[config.mk]
export PLATFORM = sky130hd
export DESIGN_NAME = mvsm_front
export DESIGN_NICKNAME = d
export VERILOG_FILES = /design/src/mvsm_pkg.sv /design/src/mvsm_front.sv
export SDC_FILE = /design/constraint.sdc
export NUM_CORES = 1
export LEC_CHECK = 0
export BUFFER_PORTS_ARGS = -buffer_cell sky130_fd_sc_hd__buf_2
export CORE_MARGIN = 2
export CORE_UTILIZATION = 28
export CTS_BUF_LIST = sky130_fd_sc_hd__clkbuf_16
export CTS_CLUSTER_DIAMETER = 120
export DETAILED_ROUTE_END_ITERATION = 10
export PLACE_DENSITY_LB_ADDON = 0.05
export SLEW_MARGIN = 15
export SYNTH_ARGS = -nofsm -noshare
export SYNTH_HDL_FRONTEND = slang
export SYNTH_SLANG_ARGS = --single-unit
[constraint.sdc]
create_clock -name clk -period 11.65 [get_ports clk]
set_input_delay 2.9125 -clock clk [delete_from_list [all_inputs] [get_ports clk]]
set_output_delay 2.9125 -clock clk [all_outputs]
set_load 0.01 [all_outputs]
[src/mvsm_pkg.sv]
`default_nettype none
// ----------------------------------------------------------------------------
// mvsm_pkg
// Shared types and constants for the multi-voice sample mixer.
// ----------------------------------------------------------------------------
package mvsm_pkg;

    localparam int NUM_VOICES   = 8;
    localparam int SAMPLE_WORDS = 65536;
    localparam int SAMPLE_AW    = $clog2(SAMPLE_WORDS);
    localparam int VOICE_W      = (NUM_VOICES > 1) ? $clog2(NUM_VOICES) : 1;
    localparam int QUEUE_DEPTH  = 2;
    localparam int QUEUE_AW     = (QUEUE_DEPTH > 1) ? $clog2(QUEUE_DEPTH) : 1;
    localparam int QUEUE_CW     = $clog2(QUEUE_DEPTH + 1);

    // Operation codes as they arrive on the operation port.
    typedef enum logic [1:0] {
        OP_TICK  = 2'd0,
        OP_START = 2'd1,
        OP_STOP  = 2'd2,
        OP_WRITE = 2'd3
    } op_t;

    typedef struct packed {
        op_t                kind;
        logic [15:0]        addr;
        logic signed [15:0] value;
        logic [15:0]        frames;
        logic               stereo;
        logic [17:0]        rate;
    } cmd_t;

    typedef struct packed {
        logic valid;
        logic full;
    } q_stat_t;

    typedef enum logic [2:0] {
        ST_IDLE,
        ST_ADV,
        ST_RD1,
        ST_RD2,
        ST_OUT
    } eng_state_t;

endpackage
`default_nettype wire

[src/mvsm_front.sv]
`default_nettype none
// ----------------------------------------------------------------------------
// mvsm_front
// Input register: takes an item from the command port, decodes its operation
// and hands it to the command queue as soon as there is room.
// ----------------------------------------------------------------------------
module mvsm_front (
    input  wire logic                  clk,
    input  wire logic                  rst_n,
    input  wire logic                  start,
    output logic                       busy,
    input  wire logic [1:0]            operation,
    input  wire logic [15:0]           sample_address,
    input  wire logic signed [15:0]    sample_value,
    input  wire logic [15:0]           voice_frames,
    input  wire logic                  voice_stereo,
    input  wire logic [17:0]           rate_step,
    input  wire mvsm_pkg::q_stat_t     q_stat,
    output logic                       push,
    output mvsm_pkg::cmd_t             push_cmd
);

    logic           valid_reg;
    logic           valid_next;
    mvsm_pkg::cmd_t cmd_reg;
    mvsm_pkg::op_t  kind;
    logic           accept;

    always_comb
    begin
        case (operation)
            mvsm_pkg::OP_TICK:  kind = mvsm_pkg::OP_TICK;
            mvsm_pkg::OP_START: kind = mvsm_pkg::OP_START;
            mvsm_pkg::OP_STOP:  kind = mvsm_pkg::OP_STOP;
            default:            kind = mvsm_pkg::OP_WRITE;
        endcase
    end

    assign push   = valid_reg && !q_stat.full;
    assign busy   = valid_reg && q_stat.full;
    assign accept = start && !busy;

    always_comb
    begin
        valid_next = valid_reg;
        if (accept)
        begin
            valid_next = 1'b1;
        end
        else if (push)
        begin
            valid_next = 1'b0;
        end
    end

    always_ff @(posedge clk or negedge rst_n)
    begin
        if (!rst_n)
        begin
            valid_reg <= 1'b0;
        end
        else
        begin
            valid_reg <= valid_next;
        end
    end

    always_ff @(posedge clk)
    begin
        if (accept)
        begin
            cmd_reg.kind   <= kind;
            cmd_reg.addr   <= sample_address;
            cmd_reg.value  <= sample_value;
            cmd_reg.frames <= voice_frames;
            cmd_reg.stereo <= voice_stereo;
            cmd_reg.rate   <= rate_step;
        end
    end

    assign push_cmd = cmd_reg;

endmodule
`default_nettype wire

After elaboration in Yosys (flattened, before gate mapping)
Cells that the tools add are included.
{ "totals": {"register_bits": 70, "inputBits": 74} }
{ "op_classes": {"reduce_logical": 7, "n_eq_ne": 2, "mux": 3} }
{ "op_table": {"columns": ["op", "n"], "rows": [
  ["2-bit one-hot mux with 3 select lines", 1],
  ["1-bit logical AND", 3],
  ["2-bit by 1-bit equality test with 1-bit output (second input constant)", 1],
  ["2-bit equality test (second input constant)", 1],
  ["1-bit zero test", 2],
  ["2-bit zero test", 1],
  ["1-bit 2-to-1 mux", 2],
  ["2-bit nonzero test", 1]
]} }

Logic depth before layout (Yosys ltp)
{ "logic_depth": {"word_depth": 4, "mapped_depth": 1, "ltp_nobuf": 1} }

Least setup slack after synthesis
Ideal clock, no wire load.
{ "synth_timing": {"kind": "input -> register", "from": "in start", "to": "reg cmd_reg, in the netlist push_cmd[0] (enable)", "n_path_buf": 0, "slack_ns": 3.106, "required_time_ns": 11.048, "cell_stages": 1, "t_arrival_ns": 7.941, "cell_sequence": "a21boi_0"} }
{ "synth_between": {"elab_chain_cells": 1} }
{ "synth_lines": {"columns": ["element", "line", "rtl"], "rows": [
  ["start: declaration", "mvsm_front.sv:10", "input wire logic start,"],
  ["1-bit logical AND", "mvsm_front.sv:41", "assign accept = start && !busy;"],
  ["end: declaration", "mvsm_front.sv:25", "mvsm_pkg::cmd_t cmd_reg;"]
]} }
No other way between the ends.
A chain may end at the register's enable or synchronous reset.

Worst setup path in the final report
{ "layout_timing": {"from": "in q_stat[0] (netlist bit)", "to": "out busy"} }
{ "layout_between": {"elab_chain_cells": 1} }
{ "layout_lines": {"columns": ["element", "line", "rtl"], "rows": [
  ["start: declaration", "mvsm_front.sv:18", "input wire mvsm_pkg::q_stat_t q_stat,"],
  ["1-bit logical AND", "mvsm_front.sv:40", "assign busy = valid_reg && q_stat.full;"],
  ["end: declaration", "mvsm_front.sv:11", "output logic busy,"]
]} }
No other way between the ends.

==> results.rst <==
.. list-table::
   :header-rows: 1

   * - Metric
     - Value
   * - Area taken by flip-flops and latches
     - 0.00210 mm2
   * - Multi-input combinational cell area
     - around 39 um2
   * - Number of core rows
     - 31
   * - XOR/XNOR Fraction of Synth Area
     - 0%
   * - Sequential cell area fraction in the yosys report
     - between 90% and 100%
   * - Worst setup path start
     - q_stat[0]
   * - Wire length of the first global-routing pass
     - around 7.1 mm
   * - Vias in the first global route
     - roughly 1.4k
   * - Headroom to the max-slew limit
     - 45.6%
   * - Type of the worst setup path
     - in -> out
   * - Average vias per placed instance
     - about 3.9
   * - Clock tree root driver cell
     - clkbuf_16
   * - Sum Neg Setup Slack
     - 0 ps
   * - Path category of the worst min-delay check
     - reg -> reg
   * - Run status
     - completed
   * - Required time at the endpoint of the critical path
     - 8740 ps
   * - Vert. Die Dim
     - between 90 and 100 um
   * - Worst Setup Slack, final
     - roughly 5400 ps
   * - Cell Pwr Density
     - 186 mW/mm2
   * - Adder and majority gate portion of the synthesized area
     - 0%
   * - Clock-pin slew reported for the worst setup and hold paths after clock tree synthesis
     - around 50 ps
   * - Total congestion overflow after global routing
     - 0
   * - Synth Area in Simple Gates
     - less than 1%
   * - Sum of net half-perimeters after detailed placement
     - approximately 3.2 mm
   * - X dimension of the die
     - 91.3 um
   * - Residual antenna-violating net count after detailed routing
     - 0
   * - Fraction of synthesized area in multiplexers
     - 0%
   * - Nets
     - slightly above 300
   * - Number of instances in the placed design
     - about 320
   * - Post-place instance area
     - just under 0.003 mm2
   * - Buffers from clock root to sink, at most
     - 2
   * - Worst IR Drop VDD
     - around 0.080 mV
   * - Worst-Margin Slew
     - between 800 and 900 ps
   * - Setup repair after global routing missed its margin
     - false
   * - Number of fillers in the final layout
     - 673
   * - Area Overhead vs Synth
     - 54.3%
   * - Number of antenna violations at the first check in global routing
     - 0
   * - I/O pins
     - about 150
   * - Total CTS buffers
     - 9
   * - Initial core utilization
     - between 20% and 30%
   * - Post-placement worst setup slack
     - around 5400 ps
   * - Synth Cell Area
     - about 0.0021 mm2
   * - Worst Path Max Fanout
     - 4
   * - CTS tree
     - yes
   * - Maximum clock rate
     - about 160 MHz
   * - PortBufs
     - 143
   * - Overall track demand over capacity in global routing
     - a little under an eighth
   * - Sum of routed wire length over all layers
     - 4.40 mm
   * - Setup slack, reg-to-reg
     - between 9000 and 10000 ps
   * - Final setup viols
     - 0
   * - Total core area
     - between 0.007 and 0.008 mm2
   * - Clock latency of the later-clocked register in the worst-skew pair
     - approximately 320 ps
   * - Hold bufs inserted after CTS
     - 0
   * - Pins over their slew limit
     - 0
   * - Synth Register Bits
     - 70
   * - Final estimated routing congestion in global placement
     - roughly 0.63
   * - Setup bufs post-CTS
     - 0
   * - Drt initial violations
     - 27
   * - Worst Setup Start Kind
     - input pin
   * - Max FFs per register
     - between 60 and 70
   * - Critical Path End Type
     - output pin
   * - Non-filler instance count after layout
     - ~330
   * - Fin. Hold Viols
     - 0
   * - Total power
     - about 600 uW
   * - DRC viols
     - 0
   * - Pin count of the biggest net entering global routing
     - 67
   * - Synthesized-area fraction occupied by ao, oa, aoi and oai cells
     - less than 1%
   * - H-tree levels
     - 3
   * - Worst Setup EP
     - busy
   * - Fraction of the cycle the final worst path needs
     - a little over half
   * - Post-synthesis area per instance
     - 28.1 um2
   * - Antenna diode count
     - 0
   * - Worst EP arrival
     - about 3300 ps
   * - First drt pass iteration count
     - 3
   * - Fin Hold WS
     - approximately 590 ps
   * - Die Footprint
     - ~0.0083 mm2
   * - Clock period minus worst slack
     - between 6000 and 7000 ps
   * - Clock sinks
     - 70
   * - R2R depth
     - 2
   * - Share of layout cells above drive strength 1
     - 67.5%
   * - Count of cells resized by post-cts repair
     - 0
   * - Unique masters post-synth
     - 7
   * - Combinational family with the most area after synthesis
     - compound AO/OA/AOI/OAI gates
   * - Fin area
     - 0.00329 mm2
   * - Reg2reg start
     - valid_reg
   * - Vias
     - 1298
   * - Max_cap viols
     - 0
   * - Cell count after synthesis
     - between 70 and 80
   * - Leakage power
     - between 1 and 1.5 nW
   * - Post-route clock skew
     - about 4.4 ps
   * - Number of nets produced by synthesis
     - 150
   * - Wire per inst
     - ~13 um
   * - Yosys warning total
     - 0
   * - Reg-to-reg endpoint
     - push_cmd[9]
   * - Final Core Density
     - roughly 45%
[worst min path at each step]
stage          depth (start not counted)       from  slack [ps]   endpoint
2_1_floorplan                          1  valid_reg         480  valid_reg
3_3_place_gp                           1  valid_reg         560  valid_reg
3_5_place_dp                           1  valid_reg         570  valid_reg
4_1_cts                                1  valid_reg         590  valid_reg
5_1_grt                                1  valid_reg         620  valid_reg
6_report                               1  valid_reg         590  valid_reg
[worst max-delay path, cell delays in order]
cell and delay (ps):
buf_2 130, and2_1 130, buf_2 130
[layer usage]
layer | GRT usage [%] | wire, um
met5 | 0 | 0
met4 | 6.44 | 102
met3 | 5.06 | 480
met2 | 18.8 | 2220
met1 | 12.1 | 1590
[cell usage in the layout (no fill, tap or decap), drive strengths merged]
cell,instances
buf,144
edfxtp,69
clkbuf,9
clkinv,3
bufinv,2
inv,2
and2,1
a21boi,1
nor2b,1
a21o,1
dfrtp,1
[cell families after synthesis]
group / Yosys count
AO/OA/AOI/OAI: 2
buffers and inverters: 2
flip-flops: 70
AND/OR/NAND/NOR: 2
[Yosys cell counts]
library cell / n / share of area [%]
dfrtp_1: 1 / 1.2
clkbuf_1: 2 / 0.35
and2_1: 1 / 0.29
edfxtp_1: 69 / 97
a21boi_0: 1 / 0.35
a21o_1: 1 / 0.35
nor2b_1: 1 / 0.29
[power breakdown]
| part | switching (mW) | internal, mW | total (mW) | leakage (nW) |
|---|---|---|---|---|
| clock network | 0.0906 | 0.184 | 0.275 | 0.159 |
| registers | 0.00310 | 0.294 | 0.297 | 0.668 |
| logic | 0.0211 | 0.0178 | 0.0389 | 0.587 |
| total | 0.115 | 0.496 | 0.611 | 1.41 |
[final cells by class]
cell class | count | area share (%)
clock buffer | 9 | 6.85
clock inverter | 7 | 2.47
multi-input combinational | 4 | 1.18
tap | 99 | 3.77
sequential | 70 | 63.8
timing repair buffer | 144 | 22.0
Power figures use the tool's default switching activity.
