[src/mvsm_pkg.sv]
`default_nettype none
// ----------------------------------------------------------------------------
// mvsm_pkg
// Shared types and constants for the multi-voice sample mixer.
// ----------------------------------------------------------------------------
package mvsm_pkg;

    localparam int NUM_VOICES   = 8;
    localparam int SAMPLE_WORDS = 65536;
    localparam int SAMPLE_AW    = $clog2(SAMPLE_WORDS);
    localparam int VOICE_W      = (NUM_VOICES > 1) ? $clog2(NUM_VOICES) : 1;
    localparam int QUEUE_DEPTH  = 2;
    localparam int QUEUE_AW     = (QUEUE_DEPTH > 1) ? $clog2(QUEUE_DEPTH) : 1;
    localparam int QUEUE_CW     = $clog2(QUEUE_DEPTH + 1);

    // Operation codes as they arrive on the operation port.
    typedef enum logic [1:0] {
        OP_TICK  = 2'd0,
        OP_START = 2'd1,
        OP_STOP  = 2'd2,
        OP_WRITE = 2'd3
    } op_t;

    typedef struct packed {
        op_t                kind;
        logic [15:0]        addr;
        logic signed [15:0] value;
        logic [15:0]        frames;
        logic               stereo;
        logic [17:0]        rate;
    } cmd_t;

    typedef struct packed {
        logic valid;
        logic full;
    } q_stat_t;

    typedef enum logic [2:0] {
        ST_IDLE,
        ST_ADV,
        ST_RD1,
        ST_RD2,
        ST_OUT
    } eng_state_t;

endpackage
`default_nettype wire

[src/mvsm_queue.sv]
`default_nettype none
// ----------------------------------------------------------------------------
// mvsm_queue
// Short command FIFO between the front register and the voice engine.
// ----------------------------------------------------------------------------
module mvsm_queue (
    input  wire logic               clk,
    input  wire logic               rst_n,
    input  wire logic               push,
    input  wire mvsm_pkg::cmd_t     push_cmd,
    input  wire logic               pop,
    output mvsm_pkg::q_stat_t       q_stat,
    output mvsm_pkg::cmd_t          head
);

    mvsm_pkg::cmd_t                   entry_reg [mvsm_pkg::QUEUE_DEPTH];
    logic [mvsm_pkg::QUEUE_AW-1:0]    wr_ptr_reg;
    logic [mvsm_pkg::QUEUE_AW-1:0]    wr_ptr_next;
    logic [mvsm_pkg::QUEUE_AW-1:0]    rd_ptr_reg;
    logic [mvsm_pkg::QUEUE_AW-1:0]    rd_ptr_next;
    logic [mvsm_pkg::QUEUE_CW-1:0]    count_reg;
    logic [mvsm_pkg::QUEUE_CW-1:0]    count_next;
    logic                             do_push;
    logic                             do_pop;

    localparam logic [mvsm_pkg::QUEUE_AW-1:0] LastPtr =
        mvsm_pkg::QUEUE_AW'(mvsm_pkg::QUEUE_DEPTH - 1);

    assign q_stat.valid = (count_reg != '0);
    assign q_stat.full  = (count_reg == mvsm_pkg::QUEUE_CW'(mvsm_pkg::QUEUE_DEPTH));
    assign do_push      = push && !q_stat.full;
    assign do_pop       = pop && q_stat.valid;
    assign head         = entry_reg[rd_ptr_reg];

    always_comb
    begin
        wr_ptr_next = wr_ptr_reg;
        rd_ptr_next = rd_ptr_reg;
        count_next  = count_reg;
        if (do_push)
        begin
            wr_ptr_next = (wr_ptr_reg == LastPtr) ? '0 : wr_ptr_reg + 1'b1;
        end
        if (do_pop)
        begin
            rd_ptr_next = (rd_ptr_reg == LastPtr) ? '0 : rd_ptr_reg + 1'b1;
        end
        if (do_push && !do_pop)
        begin
            count_next = count_reg + 1'b1;
        end
        else if (do_pop && !do_push)
        begin
            count_next = count_reg - 1'b1;
        end
    end

    always_ff @(posedge clk or negedge rst_n)
    begin
        if (!rst_n)
        begin
            wr_ptr_reg <= '0;
            rd_ptr_reg <= '0;
            count_reg  <= '0;
        end
        else
        begin
            wr_ptr_reg <= wr_ptr_next;
            rd_ptr_reg <= rd_ptr_next;
            count_reg  <= count_next;
        end
    end

    always_ff @(posedge clk)
    begin
        if (do_push)
        begin
            entry_reg[wr_ptr_reg] <= push_cmd;
        end
    end

endmodule
`default_nettype wire

[config.mk]
export PLATFORM = sky130hd
export DESIGN_NAME = mvsm_queue
export DESIGN_NICKNAME = d
export VERILOG_FILES = /design/src/mvsm_pkg.sv /design/src/mvsm_queue.sv
export SDC_FILE = /design/constraint.sdc
export NUM_CORES = 1
export LEC_CHECK = 0
export ABC_AREA = 1
export BUFFER_PORTS_ARGS = -buffer_cell sky130_fd_sc_hd__buf_2
export CAP_MARGIN = 20
export CORE_MARGIN = 1
export CORE_UTILIZATION = 52
export DETAILED_ROUTE_END_ITERATION = 16
export GPL_TIMING_DRIVEN = 0
export PLACE_DENSITY = 0.79
export SLEW_MARGIN = 40
export SYNTH_ARGS = -nofsm -noshare
export SYNTH_HDL_FRONTEND = slang
export SYNTH_SLANG_ARGS = --single-unit
[constraint.sdc]
create_clock -name clk -period 5.45 [get_ports clk]
set_clock_uncertainty 0.05 [all_clocks]
set_input_delay 0.545 -clock clk [delete_from_list [all_inputs] [get_ports clk]]
set_output_delay 0.545 -clock clk [all_outputs]
set_load 0.02 [all_outputs]
==> Yosys cells after proc, flatten, opt, wreduce, memory -nomap -nowiden <==
Memory sizes are Yosys's and may differ from the RTL's.
Index checks and enable logic that the tools add are counted.
{ "word_totals": {"ramBits": 138, "wordCells": 24, "romBits": 0, "n_memories": 1, "inputBits": 73, "latchBits": 0, "reg_bits": 4, "out_inout_bits": 71} }
{ "memory_table": {"columns": ["memory", "depth", "word_bits", "read_ports", "rd_ports_with_merged_regs", "wr", "line", "source"], "rows": [
  ["entry_reg", 2, 69, 1, 0, 1, "mvsm_queue.sv:16", "mvsm_pkg::cmd_t entry_reg [mvsm_pkg::QUEUE_DEPTH];"]
]} }
{ "op_classes": {"div_mod_pow": 0, "n_addsub": 4, "shift": 0, "n_reduce_logical": 9, "eq_ne": 1, "bitwise_logic": 0, "muxes": 6, "mul": 0, "magnitude_cmp": 0} }
{ "ops": {"columns": ["op", "n"], "rows": [
  ["$logic_and A1 B1 Y1", 4],
  ["$mux W1", 4],
  ["$mux W2", 2],
  ["$reduce_bool A2 Y1", 2],
  ["$logic_not A1 Y1", 3],
  ["$add A1 B1 Y1 const B", 2],
  ["$add A2 B1 Y2 const B", 1],
  ["$eq A2 B2 Y1 const B", 1],
  ["$sub A2 B1 Y2 const B", 1]
]} }

==> Depth between registers and ports, before layout <==
{ "logic_depth": {"ltp_word": 7, "mapped_depth": 9, "depth_no_buf": 9} }

==> Least setup slack after synthesis <==
No wires, ideal clock.
{ "synth_path": {"kind": "input port to flip-flop", "from": "input port push", "to": "memory entry_reg[1][0] in the netlist's numbering, enable pin", "path_buffers": 0, "setup_time_ps": 496, "required_time_ps": 4904, "path_slack_ps": 1370, "arrival_ps": 3533, "path_stages": 2, "cell_sequence": "o21ai_0 -> nor2_1"} }
{ "synth_via": {"elab_chain_cells": 3} }
{ "synth_lines": {"columns": ["item", "line", "source"], "rows": [
  ["start, declared", "mvsm_queue.sv:9", "input wire logic push,"],
  ["$logic_and A1 B1 Y1", "mvsm_queue.sv:31", "assign do_push = push && !q_stat.full;"],
  ["$mux W1", "mvsm_queue.sv:76", "if (do_push)"],
  ["$mux W1 (implied by the code)", "mvsm_queue.sv:78", "entry_reg[wr_ptr_reg] <= push_cmd;"],
  ["end, declared", "mvsm_queue.sv:16", null]
]} }
No other way between the ends.

==> summary.md <==
| Metric | Value |
|---|---|
| Run status | `finished clean` |
| Main area contributors after synthesis | `sky130_fd_sc_hd__edfxtp_1 (79%), sky130_fd_sc_hd__nand2_1 (15%), sky130_fd_sc_hd__dfrtp_1 (1.9%)` |
| Synth top area share | `between 70% and 80%` |
| Post-synthesis async set-or-reset flop share | `about 2.8%` |
| Number of synthesized register bits | `142` |
| Number of nets produced by synthesis | `466` |
| Clock transition at the registers of the reported paths | `0.06 ns` |
| Routability cong. | `a little under 0.7` |
| Placeable Area | `9770 µm²` |
| Data arrival time of the critical path | `1.68 ns` |
| Mean routed wirelength per cell | `14.1 µm` |
| Wire length after detailed routing | `10000 µm` |
| P_leak | `2.98 nW` |
| Fin crit share | `41.7%` |
| Library cell appearing most often on the critical path | `sky130_fd_sc_hd__nand2_1` |
| Distinct cells, synth | `17` |
| Clock net sink count | `142` |
| Sequential element share of the synthesized area | `between 80% and 90%` |
| Post-DP HPWL | `6770 µm` |
| Dominant register cell in the synthesized netlist | `sky130_fd_sc_hd__edfxtp_1` |
| Number of max-cap violations | `0` |
| Clock latency at the later pin of the worst-skew pair | `0.52 ns` |
| Power density over the cells | `589 nW/µm²` |
| Cells after DPL | `673` |
| 1st-pass router iterations | `5` |
| Largest driver fanout on the critical path | `10` |
| Final non-filler cell total | `about 710` |
| Number of synthesized flops with an enable pin | `138` |
| Post-route cell area | `approximately 6800 µm²` |
| Detailed-route DRC error count | `0` |
| DIE WIDTH | `103 µm` |
| FILL cells | `703` |
| Startpoint class of the critical path | `register` |
| Crit path kind | `register to output port` |
| Tmin final | `2.27 ns` |
| Total GRT Usage | `19.6%` |
| Worst Hold Class | `input pin to register` |
| RSZ-0062 raised after global routing | `false` |
| TritonCTS clock tree | `done` |
| Number of failing hold endpoints at the final stage | `0` |
| Antenna violations before repair | `1` |
| Gate count of the mapped netlist | `392` |
| Port bufs | `between 100 and 150` |
| Worst slew slack as a fraction of its limit | `67.1%` |
| Clock buffers created by TritonCTS | `17` |
| Final-layout setup total negative slack | `0 ns` |
| Yosys top cell by area | `sky130_fd_sc_hd__edfxtp_1` |
| Post-synthesis instance area | `about 5300 µm²` |
| Number of ports placed on the die boundary | `144` |
| Endpoint class of the critical path | `output port` |
| Maximum vdd ir drop | `0.357 mV` |
| Most common cell in the netlist | `sky130_fd_sc_hd__nand2_1` |
| Number of rows created at floorplan | `36` |
| Setup violations, final | `0` |
| Number of H-tree levels | `4` |
| Commonest cells in the synthesized netlist | `sky130_fd_sc_hd__nand2_1 (217), sky130_fd_sc_hd__edfxtp_1 (138), sky130_fd_sc_hd__buf_2 (7)` |
| Largest register FFs | `138` |
| ANT nets after route | `0` |
| Postcts setup bufs | `0` |
| Largest net degree at the start of global routing | `56` |
| Slew @ Worst Pin | `between 0.4 and 0.5 ns` |
| Global-route congestion overflow total | `0` |
| Clk root buf | `sky130_fd_sc_hd__clkbuf_8` |
| Overall die area | `10500 µm²` |
| Final worst-path setup slack | `roughly 3.2 ns` |
| Critical-path cell with the highest stage delay | `sky130_fd_sc_hd__dfrtp_1` |
| Synthesized area divided by synthesized cell count | `13.4 µm²` |
| Slew Viols, Final | `0` |
| Iter 0 DRT Violations | `125` |
| Placed cell areas | `6280 µm²` |
| Per-cell via count in the routed design | `between 4 and 5` |
| Final layout net count | `634` |
| Total number of vias | `3364` |
| Via count of the first global-routing pass | `3151` |
| Data required time of the worst path | `4.86 ns` |
| Wire length of the first global-routing pass | `14700 µm` |
| Fraction of final layout cells with drive strength greater than 1 | `around a third` |
| Syn-to-layout area delta | `29.8%` |
| Maximum root-to-sink buffer count | `2` |
| Vertical die dimension | `103 µm` |
| Yosys Warn Count | `0` |
| Fmax | `440 MHz` |
| Initial core utilization | `53.8%` |
| Crit-path max cell delay | `about 0.37 ns` |
| Worst Setup Slack post-DPL | `about 3.4 ns` |
| Crit-path cells | `buf_6, inv_4, buf_4, nand2_1, nand2_1, buf_2` |
==> stage by stage <==
| step | hold WS (ns) | util, % | total power, W |
|---|---|---|---|
| final | 0.163 | 69.9 | 0.00402 |
| after global routing | 0.148 | 69.8 | 0.00424 |
| after CTS | 0.146 | 69.8 | 0.00406 |
| after detailed placement | 0.306 | 64.2 | 0.00303 |
| after global placement | 0.303 | 62.8 | 0.00295 |
| after floorplan | 0.199 | - | 0.00249 |
==> worst max-delay path, delay by kind of cell, from the launching register on <==
kind,cells,cell delay [ns]
buffers and inverters,4,0.63
AND/OR/NAND/NOR,2,0.14
flip-flops,1,0.37
==> layer usage <==
layer	GRT usage (%)	routed length, µm
met5	0	0
met4	7.80	122
met1	21.9	4160
met3	7.73	765
met2	33.7	4950
==> layout make-up <==
type                            count  area (µm²)  area share [%]
Antenna cell                        1        2.50          0.0367
Buffer                             15         103            1.50
Clock buffer                       17         414            6.07
Clock inverter                     15         123            1.80
Inverter                            8        37.5           0.550
Multi-Input combinational cell    227         887            13.0
Sequential cell                   142        4240            62.2
Tap cell                          133         166            2.44
Timing Repair Buffer              149         851            12.5
==> placed cells by master (no fill, tap or decap), drive strengths merged <==
cell type / instances
nand4: 1
nand3: 2
dfrtp: 4
clkinvlp: 7
nor2: 3
inv: 10
dlygate4sd3: 1
o21ai: 1
buf: 163
bufinv: 1
nand2: 218
edfxtp: 138
diode: 1
clkbuf: 17
xnor2: 1
clkinv: 5
ha: 1
==> timing repair <==
item	4_1_cts	5_1_grt
hold endpoints to repair	4	0
resized for setup	0	0
setup endpoints to repair	0	0
hold buffers	1	0
==> power breakdown <==
part	leakage, nW	switching [W]	internal (W)	total [W]
sequential	1.33	0.0000601	0.00149	0.00155
clock	0.243	0.000427	0.000600	0.00103
combinational	1.40	0.000992	0.000458	0.00145
total	2.98	0.00148	0.00254	0.00402
==> worst paths after layout <==
path	cells past startpoint	endpoint	slack [ns]	start
hold reg to reg	2	wr_ptr_reg	0.44	wr_ptr_reg
setup reg to reg	5	entry_reg[1][34]	3.51	count_reg[1]
hold / removal	1	entry_reg[1][50]	0.16	push_cmd[50]
max in group asynchronous	2	wr_ptr_reg	4.92	rst_n
setup / recovery	6	head[27]	3.18	rd_ptr_reg
min in group asynchronous	2	rd_ptr_reg	0.31	rst_n
==> kinds of logic (layout without fill, tap and decap cells) <==
logic type / Yosys count / after routing / share of synthesized area (%)
and+or+nand+nor: 224 / 224 / 16.2
DFF: 142 / 142 / 80.7
buffers and inverters: 23 / 204 / 2.57
adders and majority gates: 1 / 1 / 0.238
AOI/OAI and AO/OA: 1 / 1 / 0.0951
xor gates and xnor gates: 1 / 1 / 0.167
other: 0 / 1 / 0
No activity file was read; power rests on OpenSTA's default activity.
